[config.mk]
export PLATFORM = sky130hd
export DESIGN_NAME = dmps_back
export DESIGN_NICKNAME = d
export VERILOG_FILES = /design/src/rtl/core/dmps_pkg.sv /design/src/rtl/core/dmps_back.sv
export SDC_FILE = /design/constraint.sdc
export NUM_CORES = 2
export LEC_CHECK = 0
export CAP_MARGIN = 20
export CORE_AREA = 3 3 568 570
export CTS_BUF_LIST = sky130_fd_sc_hd__clkbuf_4
export DETAILED_ROUTE_END_ITERATION = 8
export DIE_AREA = 0 0 571 573
export DONT_BUFFER_PORTS = 1
export PLACE_DENSITY_LB_ADDON = 0.2
export REMOVE_ABC_BUFFERS = 1
export SYNTH_ARGS = -nofsm -noshare
export SYNTH_HDL_FRONTEND = slang
export SYNTH_SLANG_ARGS = --single-unit
[constraint.sdc]
create_clock -name clk_i -period 38.2 [get_ports clk_i]
set_clock_uncertainty 0.15 [all_clocks]
set_input_delay 5.73 -clock clk_i [delete_from_list [all_inputs] [get_ports clk_i]]
set_output_delay 5.73 -clock clk_i [all_outputs]
set_load 0.05 [all_outputs]
[src/rtl/core/dmps_pkg.sv]
// Shared types and constants for the diamond maximum path sum block.
`timescale 1ns / 1ps

package dmps_pkg;

  localparam int unsigned CELL_W = 15;
  localparam int unsigned SUM_W  = 23;
  localparam int unsigned SIDE_W = 8;

  // per-cell operand selection decided by the front end
  typedef struct packed {
    logic use_a;     // previous row at this column
    logic use_b;     // previous row at column + 1 (lower half)
    logic use_held;  // previous row at column - 1, held from the prior cell
    logic is_last;   // bottom cell: emit the diamond's result
  } dmps_ctl_t;

  localparam int unsigned CTL_W = $bits(dmps_ctl_t);

endpackage

[src/rtl/core/dmps_back.sv]
// Back end: row-sum memory, add/max stage and result register.
`timescale 1ns / 1ps

module dmps_back import dmps_pkg::*; #(
  parameter int unsigned MAX_SIDE = 128,
  parameter int unsigned AW       = 7
) (
  input  logic              clk_i,
  input  logic              rst_ni,
  input  logic              q_empty_i,
  input  dmps_ctl_t         head_ctl_i,
  input  logic [AW-1:0]     head_col_i,
  input  logic [CELL_W-1:0] head_value_i,
  output logic              pop_o,
  output logic              out_valid_o,
  input  logic              out_ready_i,
  output logic [SUM_W-1:0]  best_sum_o
);

  logic [SUM_W-1:0]  row_mem_q [MAX_SIDE];

  logic              p1_valid_q;
  dmps_ctl_t         p1_ctl_q;
  logic [AW-1:0]     p1_col_q;
  logic [CELL_W-1:0] p1_value_q;

  logic [SUM_W-1:0]  rd_a_q, rd_b_q;
  logic              fwd_a_q, fwd_b_q;
  logic [SUM_W-1:0]  fwd_data_q;
  logic [SUM_W-1:0]  held_q;

  logic              out_valid_q;
  logic [SUM_W-1:0]  out_sum_q;

  logic [AW-1:0]     addr_b;
  logic              out_free;
  logic              advance;
  logic              fire;
  logic [SUM_W-1:0]  a_sel, b_sel, h_sel, best_ab, best, sum;

  assign addr_b   = head_col_i + 1'b1;
  assign out_free = !out_valid_q || out_ready_i;
  assign advance  = !p1_valid_q || !p1_ctl_q.is_last || out_free;
  assign pop_o    = !q_empty_i && advance;
  assign fire     = p1_valid_q && advance;

  // the cell ahead writes at the same edge the next reads are taken: bypass it
  assign a_sel   = !p1_ctl_q.use_a    ? '0 : (fwd_a_q ? fwd_data_q : rd_a_q);
  assign b_sel   = !p1_ctl_q.use_b    ? '0 : (fwd_b_q ? fwd_data_q : rd_b_q);
  assign h_sel   = !p1_ctl_q.use_held ? '0 : held_q;
  assign best_ab = (a_sel > b_sel) ? a_sel : b_sel;
  assign best    = (best_ab > h_sel) ? best_ab : h_sel;
  assign sum     = SUM_W'(p1_value_q) + best;

  always_ff @(posedge clk_i) begin
    if (fire) begin
      row_mem_q[p1_col_q] <= sum;
      held_q              <= a_sel;
    end
    if (pop_o) begin
      rd_a_q     <= row_mem_q[head_col_i];
      rd_b_q     <= row_mem_q[addr_b];
      fwd_a_q    <= fire && (p1_col_q == head_col_i);
      fwd_b_q    <= fire && (p1_col_q == addr_b);
      fwd_data_q <= sum;
    end
    if (advance) begin
      p1_ctl_q   <= head_ctl_i;
      p1_col_q   <= head_col_i;
      p1_value_q <= head_value_i;
    end
    if (fire && p1_ctl_q.is_last) begin
      out_sum_q <= sum;
    end
  end

  always_ff @(posedge clk_i or negedge rst_ni) begin
    if (!rst_ni) begin
      p1_valid_q  <= 1'b0;
      out_valid_q <= 1'b0;
    end else begin
      if (advance) begin
        p1_valid_q <= pop_o;
      end
      if (fire && p1_ctl_q.is_last) begin
        out_valid_q <= 1'b1;
      end else if (out_ready_i) begin
        out_valid_q <= 1'b0;
      end
    end
  end

  assign out_valid_o = out_valid_q;
  assign best_sum_o  = out_sum_q;

endmodule

==> Yosys cells after proc, flatten, opt, wreduce, memory -nomap -nowiden <==
Memory sizes are Yosys's and may differ from the RTL's. A register that Yosys moved wholly into a read port is not among the register bits.
Cells that the tools add are included.
W data, S select, Z words.
{ "classes": {"add_sub_neg": 2, "mul": 0, "div": 0, "order_cmp": 2, "n_eq_ne": 2, "n_shift": 0, "muxes": 11, "n_bitwise": 0, "reduce_logical": 13} }
{ "ops": {"columns": ["cell", "count"], "rows": [
  ["$mux W23", 7],
  ["$gt A23 B23 Y1", 2],
  ["$add A15 B23 Y23", 1],
  ["$eq A7 B7 Y1", 2],
  ["$add A7 B1 Y7 const B", 1],
  ["$logic_and A1 B1 Y1", 5],
  ["$logic_not A1 Y1", 4],
  ["$mux W1", 4],
  ["$logic_or A1 B1 Y1", 3],
  ["$reduce_bool A2 Y1", 1]
]} }
{ "totals": {"register_bits": 99, "latch_bits": 0, "mem_bits_rw": 2944, "mem_bits_ro": 0, "elab_cells": 44, "n_memories": 1} }
{ "memory_table": {"columns": ["name", "words", "word_bits", "rd", "rd_ports_with_merged_regs", "write_ports", "line", "rtl"], "rows": [
  ["row_mem_q", 128, 23, 2, 2, 1, "dmps_back.sv:20", "logic [SUM_W-1:0] row_mem_q [MAX_SIDE];"]
]} }

==> Depth between registers and ports, before layout <==
{ "depth": {"depth_word": 7, "depth_mapped": 40, "ltp_nobuf": 33} }

==> Worst setup path before layout <==
Ideal clock, no wire load.
{ "synth_timing": {"kind": "input to output", "from": "input out_ready_i", "to": "output pop_o", "arrival_time_ps": 10114, "setup_slack_ps": 22206, "stages": 2, "n_path_buf": 0, "cell_sequence": "nor2b_1 a31oi_1"} }
{ "synth_via": {"elab_chain_len": 3} }
{ "synth_lines": {"columns": ["item", "line", "rtl"], "rows": [
  ["from (decl)", "dmps_back.sv:16", "input logic out_ready_i,"],
  ["$logic_or A1 B1 Y1", "dmps_back.sv:42", "assign out_free = !out_valid_q || out_ready_i;"],
  ["$logic_or A1 B1 Y1", "dmps_back.sv:43", "assign advance = !p1_valid_q || !p1_ctl_q.is_last || out_free;"],
  ["$logic_and A1 B1 Y1", "dmps_back.sv:44", "assign pop_o = !q_empty_i && advance;"],
  ["to (decl)", "dmps_back.sv:14", "output logic pop_o,"]
]} }
No other way between the ends.

==> Worst setup path after layout <==
Ends and elaborated chain as after synthesis.

==> key figures <==
Run status
  – Outcome: finished clean

Power and ir drop
  – Flop pwr share: 49.4%
  – Pwr dens: 69.0 nW/um^2
  – Switching power: 0.00365 W
  – VDD IR max: 254 uV
  – Int Pwr: 0.00736 W
  – Combinational fraction of design power: 24.9%
  – Net switching fraction of the power: 33.1%
  – Clock power frac: 25.8%
  – Leakage: 49.7 nW
  – Tot Pwr: 0.0110 W

Clocking
  – CTS tree: done
  – CTS resizes: 0
  – Postcts setup bufs: 0
  – Clk buf depth: 4
  – CTS Sinks: 3,089
  – TritonCTS Buffers: 793
  – Clk_lat worst skew: 1.61 ns
  – Cts hold-fix bufs: 0
  – Worst-path clk slew: 0.06 ns
  – Clock H-tree levels: 6
  – Clock root buffer: clkbuf_4

Synthesis
  – Synth top area cells: edfxtp_1 65%, mux4_2 30%, buf_2 0.67%
  – Area leader, netlist: edfxtp_1
  – Main combinational cell family by area after synthesis: multiplexers
  – Post-synthesis xor/xnor area fraction: 0.263%
  – Register area share after synthesis: 64.9%
  – Synth unique cells: 54
  – Synth Area in Adders: 0.547%
  – Mapped Cells: 6,198
  – Yosys top cell area share: 64.8%
  – Post-synthesis simple-gate area fraction: 1.08%
  – Yosys reg bits: 3,089
  – Synthesized cell area: 143,000 sq um
  – Most common cell in the netlist: edfxtp_1
  – Post-synth EDFFs: 3,087
  – Top cells by count, synth: 3,087 x edfxtp_1, 1,932 x mux4_2, 212 x clkbuf_1
  – Mean Syn Cell Area: 23.1 sq um
  – Yosys warns: 0
  – Main synth FF type: edfxtp_1
  – Compound-Gate Fraction of Synth Area: 0.517%
  – Mux cell area share after synthesis: 31.2%
  – Asr flop ratio synth: 0.0647%

Floorplan
  – IO Count: 55
  – Num rows: 207
  – Starting density of the core: 45.0%
  – Core area: 318,000 sq um
  – Chip width: 571 um
  – Die Area: 327,000 sq um
  – Height of the chip: 573 um

Finish
  – Fillers: 25,300
  – Layout net count: 6,851
  – Register area: 92,700 sq um
  – Post-synthesis to final-layout area growth: 11.7%
  – Area of the multi-input gates: 49,400 sq um
  – Share of cells above drive strength 1: 49.8%

Drt
  – Starting DRC count in detailed routing: 11,600
  – Wire per inst: 40.1 um
  – Pre-antenna DRT Iters: 6
  – Vias: 79,100
  – Routed wire length: 464,000 um
  – Via-per-instance ratio: 6.84
  – DRT met1 WL: 169,000 um
  – Highest routed layer: met5
  – Metal2 WL: 220,000 um
  – Met3 WL: 52,300 um
  – DRC Markers: 0
  – Detail Route Antenna Nets: 0

Place
  – I/O Buffers: 0
  – Post-DP HPWL: 255,000 um
  – Gpl congestion: 0.872

Critical path
  – Worst EP required: 32.32 ns
  – Crit path arrival time: 6.78 ns
  – First element of the critical path: out_ready_i
  – Worst path bufs/invs: 0
  – Worst-path maximum fanout: 11
  – Slowest stage delay, CP: 0.96 ns
  – Slowest cell on the critical path: a31oi_4
  – Worst path cell trace: nor2b_1, a31oi_4
  – Setup crit end kind: primary output
  – Top delay family on crit path: compound AO/OA/AOI/OAI gates
  – Critical Path Source Type: primary input
  – Crit Path Class: primary input to primary output
  – Reg2reg start: fwd_a_q

Timing
  – Fin crit share: 33.1%
  – Worst-Margin Slew: 1.29 ns
  – Slew HR: 14.3%
  – Fmax: 0.0790 GHz
  – Sum Neg Setup Slack: 0 ns
  – # setup viols final: 0
  – Crit path time final: 12.66 ns
  – Pins Over Slew Limit: 0
  – RSZ-0062 raised after global routing: no
  – Fin. Hold Viols: 0

Min path
  – Worst hold path type: register to register
  – HP Start: p1_ctl_q[0]

GRT
  – Initial antenna violation count: 60
  – Tot GR Track Use: 28.2%
  – Vias in the first global route: 79,000
  – Largest net degree at the start of global routing: 191
  – First-pass GRT wire length: 635,000 um
  – Total grt overflow: 0

Flow run
  – Max-Cap Viols: 0
## area by class of cell
cell class | instances | area share [%]
antenna | 37 | 0.0580
clock buffer | 1140 | 5.36
clock inverter | 243 | 0.897
inverter | 20 | 0.0486
multi-input combinational | 2614 | 30.9
sequential | 3089 | 58.1
tap | 4180 | 3.28
timing repair buffer | 242 | 1.32
## logic make-up (layout without fill, tap and decap cells)
family                   Yosys count  after routing
other                              0             37
multiplexers                    2033           2033
flip-flops                      3089           3089
XOR/XNOR                          43             43
buffers and inverters            495           1645
AO/OA/AOI/OAI                    116            116
adder cells (fa/ha/maj)           62             62
AND/OR/NAND/NOR                  360            360
## metrics by stage
stage               instance area, sq um  hold WS [ns]  util (%)  worst slack, ns  std cells
floorplan                         141000         0.349         -            13.48       5723
global placement                  149000         0.443      47.0            25.08      10100
detailed placement                150000         0.461      47.0            25.07      10100
CTS                               160000         0.472      50.2            25.59      11500
global route                      160000         0.499      50.2            25.43      11500
finish                            160000         0.464      50.2            25.54      11600
## placed cells by master (no fill, tap or decap), types with 12 or more instances in the layout
cell,synthesis,routed
mux4_2,1932,1932
nand2_1,114,111
nor2b_1,21,21
a21o_1,16,16
xnor2_2,0,15
clkinv_1,0,160
inv_1,20,19
mux2i_1,22,19
nor2_4,0,129
ha_1,60,58
diode_2,0,37
inv_6,0,15
edfxtp_1,3087,3087
o21ai_0,25,25
mux2_2,78,78
clkinvlp_4,0,12
buf_4,4,224
a21oi_1,35,35
clkinv_2,0,26
clkbuf_4,0,1140
nand4_1,15,15
nor2_1,160,29
nand3_1,25,20
## sequential cells by signal (all words and copies together) (netlist names)
register     flops
fwd_data_q      23
rd_a_q          23
fwd_b_q          1
held_q          23
p1_value_q      15
rd_b_q          23
out_valid_o      1
p1_col_q         7
fwd_a_q          1
row_mem_q     2944
best_sum_o      23
p1_ctl_q         4
p1_valid_q       1
## final timing paths
kind / endpoint / slack, ns / cells after the start
max: pop_o / 25.54 / 2
min: out_valid_o / 0.46 / 1
max reg2reg: row_mem_q[28][17] / 25.83 / 35
min reg2reg: out_valid_o / 0.46 / 1
max in group asynchronous: p1_valid_q / 34.12 / 0
min in group asynchronous: out_valid_o / 3.71 / 0
## per-layer routing
metal  global-route usage (%)  vias to the layer above
met5                    0.426                        -
met4                     13.0                       10
met3                     7.68                      863
met2                     43.4                     5288
met1                     37.8                    43400
li1                         -                    29500
## power groups by stage
stage | Clock [W] | Sequential, W | Combinational (W)
after global routing | 0.00308 | 0.00544 | 0.00289
final | 0.00283 | 0.00544 | 0.00274
after floorplan | 0 | 0.00579 | 0.00148
after CTS | 0.00290 | 0.00543 | 0.00271
after detailed placement | 0 | 0.00551 | 0.00270
after global placement | 0 | 0.00550 | 0.00258
(Power assumes the default switching activity.)
