--- config.mk ---
export PLATFORM = sky130hd
export DESIGN_NAME = dmps_front
export DESIGN_NICKNAME = d
export VERILOG_FILES = /design/src/rtl/core/dmps_pkg.sv /design/src/rtl/core/dmps_front.sv
export SDC_FILE = /design/constraint.sdc
export NUM_CORES = 1
export LEC_CHECK = 0
export ABC_AREA = 0
export BUFFER_PORTS_ARGS = -buffer_cell sky130_fd_sc_hd__buf_2
export CAP_MARGIN = 40
export CORE_ASPECT_RATIO = 0.75
export CORE_MARGIN = 2
export CORE_UTILIZATION = 46
export DETAILED_ROUTE_END_ITERATION = 8
export GPL_ROUTABILITY_DRIVEN = 0
export PLACE_DENSITY = 0.73
export SLEW_MARGIN = 10
export SYNTH_ARGS = -nofsm -noshare
export SYNTH_HDL_FRONTEND = slang
export SYNTH_SLANG_ARGS = --single-unit
--- constraint.sdc ---
create_clock -name clk_i -period 4.1 [get_ports clk_i]
set_clock_uncertainty 0.1 [all_clocks]
set_input_delay 0 -clock clk_i [delete_from_list [all_inputs] [get_ports clk_i]]
set_output_delay 0 -clock clk_i [all_outputs]
set_load 0.05 [all_outputs]
--- src/rtl/core/dmps_pkg.sv ---
// Shared types and constants for the diamond maximum path sum block.
`timescale 1ns / 1ps

package dmps_pkg;

  localparam int unsigned CELL_W = 15;
  localparam int unsigned SUM_W  = 23;
  localparam int unsigned SIDE_W = 8;

  // per-cell operand selection decided by the front end
  typedef struct packed {
    logic use_a;     // previous row at this column
    logic use_b;     // previous row at column + 1 (lower half)
    logic use_held;  // previous row at column - 1, held from the prior cell
    logic is_last;   // bottom cell: emit the diamond's result
  } dmps_ctl_t;

  localparam int unsigned CTL_W = $bits(dmps_ctl_t);

endpackage

--- src/rtl/core/dmps_front.sv ---
// Front end: side register, row/column tracking and per-cell classification.
`timescale 1ns / 1ps

module dmps_front import dmps_pkg::*; #(
  parameter int unsigned MAX_SIDE = 128,
  parameter int unsigned AW       = 7,
  parameter int unsigned RW       = 8
) (
  input  logic              clk_i,
  input  logic              rst_ni,
  input  logic              cfg_we_i,
  input  logic [SIDE_W-1:0] cfg_side_i,
  input  logic              in_valid_i,
  input  logic              q_full_i,
  input  logic [CELL_W-1:0] cell_value_i,
  output logic              in_ready_o,
  output logic              push_o,
  output dmps_ctl_t         ctl_o,
  output logic [AW-1:0]     col_o,
  output logic [CELL_W-1:0] value_o
);

  logic [RW-1:0] side_q, side_d;
  logic [RW-1:0] last_row_q, last_row_d;
  logic [RW-1:0] row_q, row_d;
  logic [AW-1:0] col_q, col_d;
  logic [31:0]   eff_side;
  logic [RW-1:0] col_ext;
  logic          upper;
  logic          row_end;
  logic          is_last;

  // clamp the side to 1..MAX_SIDE when it is written
  always_comb begin
    if (cfg_side_i == '0) begin
      eff_side = 32'd1;
    end else if (32'(cfg_side_i) > 32'(MAX_SIDE)) begin
      eff_side = 32'(MAX_SIDE);
    end else begin
      eff_side = 32'(cfg_side_i);
    end
    side_d     = eff_side[RW-1:0];
    last_row_d = RW'(2 * eff_side - 32'd2);
  end

  assign col_ext = RW'(col_q);
  assign upper   = (row_q < side_q);
  assign row_end = upper ? (col_ext == row_q) : (col_ext == (last_row_q - row_q));
  assign is_last = row_end && (row_q == last_row_q);

  assign in_ready_o     = !q_full_i;
  assign push_o         = in_valid_i && !q_full_i;
  assign ctl_o.use_a    = upper ? (col_ext != row_q) : 1'b1;
  assign ctl_o.use_b    = !upper;
  assign ctl_o.use_held = upper && (col_q != '0);
  assign ctl_o.is_last  = is_last;
  assign col_o          = col_q;
  assign value_o        = cell_value_i;

  always_comb begin
    row_d = row_q;
    col_d = col_q;
    if (cfg_we_i) begin
      row_d = '0;
      col_d = '0;
    end else if (push_o) begin
      if (is_last) begin
        row_d = '0;
        col_d = '0;
      end else if (row_end) begin
        row_d = row_q + 1'b1;
        col_d = '0;
      end else begin
        col_d = col_q + 1'b1;
      end
    end
  end

  always_ff @(posedge clk_i or negedge rst_ni) begin
    if (!rst_ni) begin
      side_q     <= RW'(1);
      last_row_q <= '0;
      row_q      <= '0;
      col_q      <= '0;
    end else begin
      if (cfg_we_i) begin
        side_q     <= side_d;
        last_row_q <= last_row_d;
      end
      row_q <= row_d;
      col_q <= col_d;
    end
  end

endmodule

; ---- After elaboration in Yosys (flattened, before gate mapping)
; Cells that the tools add are included.
[word_totals]
regBits = 31
latch_bits = 0
mem_bits_rw = 0
romBits = 0
output_inout_bits = 28
word_cells = 36
n_memories = 0
[op_classes]
add_sub_neg = 4
mul = 0
div_mod_pow = 0
n_lt_le_gt_ge = 2
n_eq_ne = 4
n_shift = 0
n_mux = 12
bitwise = 0
reduce_logical = 10
[op_table]
columns = operator, count
row1 = $mux 8, 6
row2 = $mux 7, 4
row3 = $eq 7x8->1, 2
row4 = $add 8x1->8 const B, 1
row5 = $eq 8x8->1, 1
row6 = $gt 8x8->1 const B, 1
row7 = $logic_not 8->1, 1
row8 = $lt 8x8->1, 1
row9 = $ne 7x8->1, 1
row10 = $sub 8x2->8 const B, 1
row11 = $sub 8x8->8, 1
row12 = $add 7x1->7 const B, 1
row13 = $reduce_bool 7->1, 1
row14 = $logic_and 1x1->1, 3
row15 = $reduce_bool 3->1, 1
row16 = $logic_not 1->1, 2
row17 = $mux 1, 2
row18 = $reduce_and 2->1, 1
row19 = $reduce_bool 2->1, 1

; ---- Logic depth before layout (Yosys ltp)
[logic_depth]
ltp_word = 7
mapped_depth = 12

; ---- Worst setup path before layout
; No wires, ideal clock.
[synth_path]
kind = register to register
startpoint = register row_q[0]
endpoint = register row_q[3]
t_arrival_ns = 2.493
t_required_ns = 3.863
slack_ns = 1.370
stages_incl_launch_ff = 12
path_buffers = 1
synth_period_minus_slack_ns = 2.730
cell_sequence = dfrtp_1 inv_1 fa_1 a211oi_1 o21bai_1 a21oi_1 xor2_1 a31o_2 nand2b_4 buf_6 nor4_4 o32ai_2
[synth_via]
elab_chain_len = 7
elab_cells_between_ends = 14
classes_between = add/sub (2) / order compare (1) / eq/ne (3) / mux (5) / reduce/logical (3)
[synth_rtl]
columns = element, line_no
row1 = from (decl), dmps_front.sv:25  ; logic [RW-1:0] row_q, row_d;
row2 = from (signal assigned), dmps_front.sv:90  ; row_q <= row_d;
row3 = $sub 8x8->8, dmps_front.sv:48  ; assign row_end = upper ? (col_ext == row_q) : (col_ext == (last_row_q - row_q));
row4 = $eq 7x8->1, dmps_front.sv:48
row5 = $mux 1, dmps_front.sv:48
row6 = $logic_and 1x1->1, dmps_front.sv:49  ; assign is_last = row_end && (row_q == last_row_q);
row7 = $mux 8, dmps_front.sv:67  ; if (is_last) begin
row8 = $mux 8, dmps_front.sv:66  ; end else if (push_o) begin
row9 = $mux 8, dmps_front.sv:63  ; if (cfg_we_i) begin
; Parallel ways exist; a longest one is shown, timed or not. The select of a mux whose other input is x is not followed.
; A chain may end at the register's enable or synchronous reset.

==> impl_metrics.ini <==
[critical_path]
critical_path.max_stage_delay_ns = 0.49
timing.critical_path.from_type = register
setup_cp_type = register to output pin
crit_path_max_fanout = 7
rr_worst_depth = 10
worstSetupEndpointType = output pin
worst_path_cell_chain = inv_1, fa_1, a211oi_1, o21bai_1, a21oi_1, xnor2_1, a31oi_1, and2b_4, nand2_1, nor2_1, buf_2
max_stage_delay_cell_worst_path = sky130_fd_sc_hd__dfrtp_1
worst_setup_path_startpoint = row_q[0]
worst-endpoint-arrival_ns = 3.34
critPathRequiredTime_ns = 4.00
crit-reg2reg-launch = row_q[0]

[place]
port_buffers = 25
dpl_cell_area_sq_um = 2650
detailed_place_hpwl_mm = 4.51

[timing]
unrepaired_setup_endpoints_after_global_routing = no
maxSlewHeadroom = 0.533
timing.final.crit_share = 0.839
finalSetupViolations = 0
final_period_minus_worst_setup_slack_ns = 3.44
worst-slew-pin-transition_ns = 0.700
hold_violations = 0
fin_worst_hold_slack_ns = 0.0750
setup_tns_after_final_layout_ns = 0
maxSlewViolCount = 0
max_clock_freq_mhz = 291

[final_layout]
post-route-cell-area_sq_um = 2960
nNetsFinal = 376
antennaDiodeCount = 0
area.growth.synth_to_final_pct = 12.8
fillerInstances = 511
final_layout_size_suffix_gt1_frac = 0.161

[power_and_ir_drop]
design_power_total_mw = 0.910
power_density_nw_per_um2 = 307
peak_supply_drop_mv = 0.131
power.static_leakage_nw = 1.25

[synthesis]
muxShareOfSynthArea = 0.0119
synth-edff-count = 0
synth_async_sr_flop_share = 1.00
post_synth_most_frequent_cells = sky130_fd_sc_hd__dfrtp_1 (29), sky130_fd_sc_hd__inv_1 (23), sky130_fd_sc_hd__nand2_1 (22)
synth_top_family_by_area = compound AO/OA/AOI/OAI gates
yosys_warnings = 0
leading_post_synthesis_cells_by_cell_area = sky130_fd_sc_hd__dfrtp_1 (28%), sky130_fd_sc_hd__ha_1 (8.6%), sky130_fd_sc_hd__buf_4 (4.6%)
netlist_area_sq_um = 2620
ys.flop_type = sky130_fd_sc_hd__dfrtp_1
post_synth_fa_ha_maj_area_fraction = 0.0935
netlist.top_cell.by_area = sky130_fd_sc_hd__dfrtp_1
synthXorXnorAreaFrac = 0.0629
postSynthNetCount = 353
synthDistinctLibCells = 64
gate_count_post_synth = 306
synth-compound-area-share = 0.218
synth-seq-cells = 30
synth.yosys.seq_area_share = 0.287
synthesis.area_per_instance_sq_um = 8.57
post-synth-top-count-cell = sky130_fd_sc_hd__dfrtp_1
synth_simple_gate_area_frac = 0.214
synth_largest_type_area_fraction = 0.277

[die]
core_rows = 23
floorplan.die.height_um = 69.4
initial_utilization = 0.485
fp.coreArea_sq_um = 5410
die_area_sq_um = 6330
ioPinCount = 56
dieWidth_um = 91.2

[outcome]
status = complete, no violations

[detailed_routing]
drt_pre_antenna_iters = 5
routed_wire_length_per_instance_um = 16.1
route.antenna.remaining_nets = 0
drt_wl_total_mm = 6.51
route.vias.total = 2316
remaining_drc_errors = 0
drt-vias-per-instance = 5.72
initialDrtViolationCount = 182

[min_path]
min_delay_path_depth = 4
worst_hold_startpoint = cfg_side_i[2]
timing.hold.worst.class = primary input to register

[flow_run]
max-cap-violations = 0

[clock_network]
cts.htree.levels = 2
clock_tree_from_tritoncts = yes
clock_path_buffers = 2
cts_root_buf = sky130_fd_sc_hd__clkbuf_8
post_cts_resize_count = 0
worstSkewPairLatency_ns = 0.29
clock_buffer_count_from_cts = 5
clock_edge_transition_at_the_registers_on_the_reported_setup_and_hold_paths_ns = 0.06
clkSinkCount = 30

[global_routing]
globalRoute.totalOverflow = 0
grt_start_max_net_pins = 36
grt_pass1_wl_mm = 10.7
gr-usage-all-layers = 0.212
antenna_found_initial = 0
grt_util_met3 = 0.0413
global_route.usage.met2 = 0.321
globalRoute.busiestLayer = met2
gr-usage-met1 = 0.305
via_count_of_the_first_global_routing_pass = 2185
==> per-layer routing <==
metal,vias to the layer above,wire length [um]
met3,7,426
met4,0,73
met1,1094,3080
met2,88,2930
met5,-,0
li1,1127,-
==> layout make-up <==
cell class | instances | area [sq um] | share of cell area
clock buffers | 7 | 86.3 | 0.0292
clock inverters | 1 | 5.00 | 0.00169
multi-input cells | 219 | 1580 | 0.532
inverters | 25 | 93.8 | 0.0317
repair buffers | 48 | 353 | 0.119
well taps | 75 | 93.8 | 0.0317
flip-flops and latches | 30 | 752 | 0.254
==> layout by cell type (no fill, tap or decap), types with 4 or more instances in the layout <==
cell                             n
sky130_fd_sc_hd__nand3b_1        5
sky130_fd_sc_hd__dlygate4sd3_1  22
sky130_fd_sc_hd__o21a_1          4
sky130_fd_sc_hd__nor2_1         18
sky130_fd_sc_hd__o21ai_0        14
sky130_fd_sc_hd__and3_1          4
sky130_fd_sc_hd__xor2_1          6
sky130_fd_sc_hd__clkbuf_8        6
sky130_fd_sc_hd__a31oi_1         6
sky130_fd_sc_hd__buf_2          25
sky130_fd_sc_hd__ha_1           18
sky130_fd_sc_hd__nand2_1        22
sky130_fd_sc_hd__o22ai_1         7
sky130_fd_sc_hd__xnor2_1        11
sky130_fd_sc_hd__nand3_1        12
sky130_fd_sc_hd__dfrtp_1        29
sky130_fd_sc_hd__inv_1          23
sky130_fd_sc_hd__nor3_1         10
sky130_fd_sc_hd__o31ai_1         5
sky130_fd_sc_hd__nand4_1         4
sky130_fd_sc_hd__a21oi_1        14
sky130_fd_sc_hd__nand2b_1        4
==> critical path: cells and delay by family, from the launching register on <==
| family | cells | cell delay [ns] |
|---|---|---|
| DFF | 1 | 0.49 |
| xor gates and xnor gates | 1 | 0.15 |
| adders and majority gates | 1 | 0.46 |
| AOI/OAI and AO/OA | 4 | 0.95 |
| and+or+nand+nor | 3 | 0.58 |
| buffers and inverters | 2 | 0.43 |
==> repair_timing <==
item	in CTS	in global routing
buffers inserted	0	0
hold buffers	22	0
hold endpoints to repair	51	0
==> sequential cells by signal (all words and copies together) (netlist names) <==
signal	flops
row_q	8
side_q	8
col_o	7
last_row_q	7
==> cell families after synthesis <==
kind of cell	count (synthesis)
buffers and inverters	57
AND/OR/NAND/NOR	99
adder cells (fa/ha/maj)	19
XOR/XNOR	18
multiplexers	3
flip-flops	30
AO/OA/AOI/OAI	80
==> stage by stage <==
| stage | instances | worst slack (ns) | util |
|---|---|---|---|
| floorplan | 306 | 1.37 | - |
| global placement | 375 | 1.04 | 0.489 |
| detailed placement | 375 | 0.877 | 0.489 |
| CTS | 405 | 0.698 | 0.547 |
| global route | 405 | 0.465 | 0.547 |
| finish | 405 | 0.660 | 0.547 |
==> final timing paths <==
kind                             end  slack, ns
max                         ctl_o[0]       0.66
min                        side_q[2]       0.08
max reg2reg                 row_q[0]       0.85
min reg2reg                side_q[0]       0.40
max in group asynchronous   row_q[3]       3.25
min in group asynchronous   col_o[4]       0.19
==> report_power, final <==
part / switching (mW) / internal, mW / total (mW)
clock: 0.117 / 0.135 / 0.252
combinational: 0.221 / 0.107 / 0.329
sequential: 0.0148 / 0.314 / 0.329
total: 0.353 / 0.556 / 0.910
No activity file was read; power rests on OpenSTA's default activity.
