**config.mk**
```make
export PLATFORM = sky130hd
export DESIGN_NAME = dmps_queue
export DESIGN_NICKNAME = d
export VERILOG_FILES = /design/src/rtl/core/dmps_queue.sv
export SDC_FILE = /design/constraint.sdc
export NUM_CORES = 1
export LEC_CHECK = 0
export BUFFER_PORTS_ARGS = -buffer_cell sky130_fd_sc_hd__buf_2
export CAP_MARGIN = 20
export CORE_ASPECT_RATIO = 1.1
export CORE_MARGIN = 4
export CORE_UTILIZATION = 48
export CTS_CLUSTER_DIAMETER = 120
export DETAILED_ROUTE_END_ITERATION = 16
export GPL_TIMING_DRIVEN = 0
export HOLD_SLACK_MARGIN = 0.06
export PLACE_DENSITY = 0.75
export SYNTH_ARGS = -nofsm -noshare
export SYNTH_HDL_FRONTEND = slang
export SYNTH_SLANG_ARGS = --single-unit
```
**constraint.sdc**
```tcl
create_clock -name clk_i -period 1.4 [get_ports clk_i]
set_clock_uncertainty 0.05 [all_clocks]
set_input_delay 0.28 -clock clk_i [delete_from_list [all_inputs] [get_ports clk_i]]
set_output_delay 0.28 -clock clk_i [all_outputs]
set_load 0.02 [all_outputs]
```
**src/rtl/core/dmps_queue.sv**
```systemverilog
// Two-entry queue between the front end and the back end.
`timescale 1ns / 1ps

module dmps_queue #(
  parameter int unsigned W = 8
) (
  input  logic         clk_i,
  input  logic         rst_ni,
  input  logic         push_i,
  input  logic [W-1:0] wdata_i,
  input  logic         pop_i,
  output logic [W-1:0] rdata_o,
  output logic         full_o,
  output logic         empty_o
);

  logic [W-1:0] slot_q [2];
  logic         wr_ptr_q;
  logic         rd_ptr_q;
  logic [1:0]   count_q;

  assign full_o  = (count_q == 2'd2);
  assign empty_o = (count_q == 2'd0);
  assign rdata_o = slot_q[rd_ptr_q];

  always_ff @(posedge clk_i) begin
    if (push_i) begin
      slot_q[wr_ptr_q] <= wdata_i;
    end
  end

  always_ff @(posedge clk_i or negedge rst_ni) begin
    if (!rst_ni) begin
      wr_ptr_q <= 1'b0;
      rd_ptr_q <= 1'b0;
      count_q  <= 2'd0;
    end else begin
      if (push_i) begin
        wr_ptr_q <= !wr_ptr_q;
      end
      if (pop_i) begin
        rd_ptr_q <= !rd_ptr_q;
      end
      case ({push_i, pop_i})
        2'b10:   count_q <= count_q + 2'd1;
        2'b01:   count_q <= count_q - 2'd1;
        default: count_q <= count_q;
      endcase
    end
  end

endmodule

```
Word level (Yosys, flattened, before mapping)
Memory sizes are Yosys's and may differ from the RTL's.
Index checks and enable logic that the tools add are counted.
Word-level totals
  memories: 1
  latch bits: 0
  ROM bits: 0
  input port bits: 12
  memory bits (writable): 16
  register bits after elaboration: 4
Memories
  slot_q: words 2, bits a word 8, read ports 1, clocked after Yosys merged registers in 0, wr ports 1, RTL line 17  | logic [W-1:0] slot_q [2];
Operators by class
  reduce and logical (&&, ||, !) cells: 4
  shift operators: 0
  multiplexer cells: 3
  $lt $le $gt $ge: 0
  $mul: 0
  eq/ne operators: 3
  div/mod/pow operators: 0
  add/sub/neg operators: 2
  bitwise operators: 0
Operators by type and width (number)
  $eq A2 B2 Y1 const B: 2
  $pmux W2 S2: 1
  $add A2 B1 Y2 const B: 1
  $eq A2 B1 Y1 const B: 1
  $logic_not A1 Y1: 2
  $logic_not A2 Y1: 1
  $mux W1: 2
  $reduce_bool A2 Y1: 1
  $sub A2 B1 Y2 const B: 1

Depth between registers and ports, before layout
Gate-level depths: netlist of the first run.
  depth after elaboration: 2
  mapped depth: 5
  mapped depth without buffers: 5

Worst setup path after synthesis of the first run
Ideal clock, no wire load.
  kind: reg-to-output
  start point: register rd_ptr_q
  end point: output port rdata_o[0]
  arrival: 0.888 ns
  data required time: 1.070 ns
  setup slack: 0.182 ns
  stages on the path, launching flop included: 3
  path through: dfrtp_1 > buf_2 > mux2_2
On the way
  longest elaborated chain between the ends: 1
Ends and longest elaborated chain
  start: declaration: RTL line 19  | logic rd_ptr_q;
  start signal: assignment: RTL line 42  | rd_ptr_q <= !rd_ptr_q;
  $mem_v2 Z2 W8
  end: declaration: RTL line 12  | output logic [W-1:0] rdata_o,
No other way between the ends.

Worst setup path in the final report of the first run
  start point: register rd_ptr_q
  end point: output port rdata_o[2]
Same word-level chain as after synthesis.

==> results.cfg, run 1 <==
[run_status]
status = complete, but fails checks
failed_checks = setup timing

[worst_setup_path]
path_class = register to output pin
r2r_cells = 1
rrSetupSlack_ns = 0.22
arrival_ns = 1.29
cp.required_ns = 1.07
start_kind = register
cp_max_fo = 5
endpoint_kind = output pin

[floorplanning]
dieArea_um2 = 2290
core_area_um2 = 1436
num_rows = 14
start_util_pct = 53.05
io_pins = 22
die_height_um = 49.79
die_x_um = 45.99

[placement]
placed_cell_area_um2 = 887.1
numPortBuffers = 21
dpl.hpwl_um = 950.2
gp_congestion = 0.6578

[synth]
ys_seq_area_share_pct = 76.19
ys_warn_count = 0
ys_types = 11
ys_ff_latch = 20
async_flop_share_pct = 20.00
synthCells = 41
synth_top_cells_by_area = edfxtp_1, dfrtp_1, mux2_2
syn_nets = 54
synth.cells.most_frequent = edfxtp_1, mux2_2, dfrtp_1
yosysMostFrequentCell = edfxtp_1
synth_ff_type = edfxtp_1
synth.largest_area_cell = edfxtp_1
yosysTopAreaCellShare_pct = 63.05
avgSynthCellArea_um2 = 18.58
syn_area_um2 = 762.0
synth_edf_count = 16

[detailed_routing]
wl_per_cell_um = 14.81
top_layer = met4
ant_nets = 0
met3_length_um = 67
drc = 0
drt_iter0_markers = 4
wl_um = 1303
viasPerCell = 4.943
dr_total_vias = 435
wl_met1_um = 498
dr.pass1.iters = 3
wl_met2_um = 728

[grt]
gr-total-overflow = 0
grt_max_degree = 12
antenna_found_initial = 0
grt_pass1_wl_um = 1973
grt_pass1_vias = 448
grt_util_all_layers_pct = 11.79

[pwr]
power_leakage_nw = 0.4526
ir_drop_mv = 1.206
power_density_nw_per_um2 = 2083
power_mw = 2.205

[clock_network]
numCtsBuffers = 3
clock-sinks = 20
cts.clk_slew.worst_paths_ns = 0.10
root_buffer = clkbuf_4
cts_tree = built
cts-htree-levels = 1
worstSkewPairLatency_ns = 0.28
clk_path_buf_depth = 2

[sta]
finalSetupTns_ns = -1.638
rsz0062_at_grt = true
slew_headroom_pct = 72.71
period_needed_ns = 1.615
setup_viol = 8
max_freq_mhz = 619.2
period_share_pct = 115.4
fin_ws_ns = -0.2150
hold_slack_ns = 0.1263
tightest_slew_ns = 0.4090
finalMaxSlewViolations = 0
hold_violations = 0

[layout]
stdcell_area_um2 = 1059
syn_to_final_growth_pct = 38.92
fin_util_pct = 73.69
diodes = 0
drive_above_1_share_pct = 56.94
layout.nets = 86

[min_path]
hold_class = input port to register
holdPathStages = 1

[job]
maxCapViolCount = 0
-- layout make-up --
type / count / area (um2)
flip-flops and latches: 20 / 580.6
inverters: 1 / 3.754
fillers: 104 / 377.9
multi-input cells: 19 / 193.9
plain buffers: 1 / 11.26
clock buffers: 4 / 36.28
repair buffers: 27 / 212.7
well taps: 16 / 20.02
-- cell usage in the layout (no fill, tap or decap) --
| master | count |
|---|---|
| edfxtp_1 | 16 |
| buf_2 | 12 |
| buf_6 | 11 |
| mux2_4 | 5 |
| dfrtp_1 | 4 |
| buf_4 | 4 |
| mux2_2 | 3 |
| xor2_1 | 3 |
| clkbuf_4 | 3 |
| nor2_1 | 2 |
| xnor2_1 | 2 |
| inv_1 | 1 |
| and2_1 | 1 |
| and2b_2 | 1 |
| nor2_2 | 1 |
| ha_1 | 1 |
| clkbuf_8 | 1 |
| dlygate4sd3_1 | 1 |
-- flip-flops by register name (all words and copies together) (netlist names) --
signal and cells:
slot_q 16, rd_ptr_q 1, count_q 2, wr_ptr_q 1
-- kinds of logic after synthesis --
kind of cell | share of synthesized area [%]
fa+ha+maj | 1.642
buf+inv | 1.148
mux | 11.82
flops | 76.19
xor+xnor | 5.748
simple gates | 3.449
-- where the power goes --
part | total [mW] | internal (mW) | leakage (nW) | switching, mW
registers | 0.886 | 0.809 | 0.197 | 0.0770
logic | 1.01 | 0.562 | 0.235 | 0.444
clock network | 0.312 | 0.158 | 0.0210 | 0.154
total | 2.20 | 1.53 | 0.453 | 0.676
-- routing by layer --
layer / vias up / global-route usage, %
li1: 210 / -
met1: 208 / 12.95
met2: 15 / 21.79
met3: 2 / 2.545
met4: 0 / 2.844
met5: - / 0
-- path summary, 6_finish.rpt --
path	from	end
hold / removal	wdata_i[2]	slot_q[1][2]
max in group asynchronous	rst_ni	rd_ptr_q
setup reg to reg	wr_ptr_q	slot_q[0][0]
min in group asynchronous	rst_ni	wr_ptr_q
setup / recovery	rd_ptr_q	rdata_o[2]
hold reg to reg	count_q[1]	count_q[1]
-- metrics by stage --
step	instances	setup slack, ns
6_report	88	-0.2150
5_1_grt	88	-0.2681
4_1_cts	85	-0.2153
3_5_place_dp	78	0.01161
3_3_place_gp	78	-0.007166
2_1_floorplan	41	0.1825
-- critical path, cell delays in order (launching register included) --
cell     delay, ns
dfrtp_1       0.42
buf_6         0.15
mux2_4        0.30
buf_6         0.13
-- what timing repair did --
item                                    CTS  global route
resized for setup                         4            24
endpoints found under the setup margin    9            17
gates cloned                              0             1
hold endpoints to repair                  4             0
hold buffers                              1             0
buffers inserted                          2             2
Power figures use the tool's default switching activity.
==> inputs of run 2 (changes only) <==
==> config.mk (replaced) <==
export PLATFORM = sky130hd
export DESIGN_NAME = dmps_queue
export DESIGN_NICKNAME = d
export VERILOG_FILES = /design/src/rtl/core/dmps_queue.sv
export SDC_FILE = /design/constraint.sdc
export NUM_CORES = 1
export LEC_CHECK = 0
export CAP_MARGIN = 20
export CORE_MARGIN = 4
export CORE_UTILIZATION = 57
export CTS_CLUSTER_DIAMETER = 120
export DETAILED_ROUTE_END_ITERATION = 16
export DONT_BUFFER_PORTS = 1
export GPL_TIMING_DRIVEN = 0
export HOLD_SLACK_MARGIN = 0.06
export PLACE_DENSITY = 0.72
export SLEW_MARGIN = 20
export SYNTH_ARGS = -nofsm -noshare
export SYNTH_HDL_FRONTEND = slang
export SYNTH_SLANG_ARGS = --single-unit
==> results.cfg, run 2 (synthesized netlist as in run 1, its figures left out) <==
[run_status]
status = complete, but fails checks
failed_checks = setup timing

[worst_setup_path]
path_depth = 2
crit_path_max_incr_delay_ns = 0.40
crit_buf_inv = 1
crit_family = flip-flops
cp_max_fo = 9
cp.required_ns = 1.07
startpoint = rd_ptr_q
rrSetupSlack_ns = 0.24
cp_cell_sequence = buf_6 -> mux2_4
r2r-end = slot_q[0][0]
endpoint_kind = output pin
arrival_ns = 1.19
r2r_cells = 1
slowest_stage = dfrtp_1
r2r_start = wr_ptr_q
start_kind = register
path_class = register to output pin
crit_path_end = rdata_o[7]

[layout]
fin_util_pct = 82.07
stdcell_area_um2 = 973.4
top_regs = slot_q: 16 flops, count_q: 2 flops
regMostFlops = slot_q
layout.nets = 72
final_cell_mix = edfxtp_1, dlygate4sd3_1, mux2_4
diodes = 0
syn_to_final_growth_pct = 27.75
largest_register_ffs = 16
mostFrequentLayoutCell = edfxtp_1
drive_above_1_share_pct = 31.03

[min_path]
hold_class = input port to async pin

[clock_network]
cts_tree = built
clock-sinks = 20
cts.clk_slew.worst_paths_ns = 0.09
numCtsBuffers = 3
cts-htree-levels = 1
worstSkewPairLatency_ns = 0.29
clk_path_buf_depth = 2
root_buffer = clkbuf_4

[sta]
period_needed_ns = 1.520
max_freq_mhz = 657.7
hold_violations = 0
fin_ws_ns = -0.1204
slew_headroom_pct = 73.22
period_share_pct = 108.6
rsz0062_at_grt = true
tightest_slew_ns = 0.4013
finalMaxSlewViolations = 0
setup_viol = 8

[detailed_routing]
drt_iter0_markers = 11
wl_per_cell_um = 17.61
dr.pass1.iters = 4
drc = 0
ant_nets = 0
wl_um = 1268
dr_total_vias = 377
viasPerCell = 5.236

[placement]
placed_cell_area_um2 = 779.5
numPortBuffers = 0
preCtsSetupSlack_ns = 0.04144
gp_congestion = 0.6521

[grt]
antenna_found_initial = 0
grt_pass1_vias = 420
grt_max_degree = 12
grt_pass1_wl_um = 1966
gr-total-overflow = 0
grt_util_all_layers_pct = 15.10

[floorplanning]
io_pins = 22
start_util_pct = 64.24
dieArea_um2 = 1986
num_rows = 12
core_area_um2 = 1186
die_x_um = 44.56
die_height_um = 44.56

[pwr]
power_leakage_nw = 0.3824
ir_drop_mv = 1.230
power_mw = 1.871
power_density_nw_per_um2 = 1922

[job]
maxCapViolCount = 0
[run 2: how the worst min path moves through the flow]
stage | cells past startpoint | to | startpoint | slack (ns)
after global placement | 0 | rd_ptr_q | rst_ni | -0.07
final | 1 | wr_ptr_q | rst_ni | 0.20
after CTS | 1 | count_q[1] | rst_ni | 0.20
after global routing | 1 | wr_ptr_q | rst_ni | 0.19
after detailed placement | 0 | count_q[0] | rst_ni | -0.07
after floorplan | 0 | count_q[0] | rst_ni | -0.07
[run 2: layout make-up]
class	count	area [um2]
multi-input cells	19	207.7
inverters	1	3.754
well taps	14	17.52
repair buffers	13	125.1
plain buffers	1	11.26
flip-flops and latches	20	581.8
clock buffers	3	22.52
clock inverters	1	3.754
fillers	53	212.7
[run 2: metal layers]
metal	share of wire (%)	GRT usage, %	wire length (um)	vias up
met3	8.2	7.724	104	2
met1	39	17.29	492	177
met2	52	24.93	665	16
met4	0.47	3.614	6	0
met5	0	0	0	-
li1	-	-	-	182
[run 2: per-stage QoR]
step / TNS (ns) / hold slack (ns) / instances
detailed placement: 0 / -0.06551 / 55
global route: -1.335 / 0.1853 / 72
finish: -0.9061 / 0.1964 / 72
global placement: 0 / -0.06549 / 55
floorplan: 0 / -0.06559 / 41
CTS: -0.7994 / 0.1953 / 71
[run 2: what timing repair did]
item / in CTS / in global routing
gates resized for setup: 11 / 2
endpoints found under the hold margin: 22 / 0
cloned: 0 / 0
endpoints found under the setup margin: 9 / 17
hold buffers: 11 / 0
setup buffers: 1 / 1
[run 2: power by group]
group          switching, mW  leakage (nW)  total [mW]  internal [mW]
Sequential            0.0834         0.196       0.895          0.812
Combinational          0.386         0.171       0.716          0.330
Clock                  0.156        0.0154       0.259          0.104
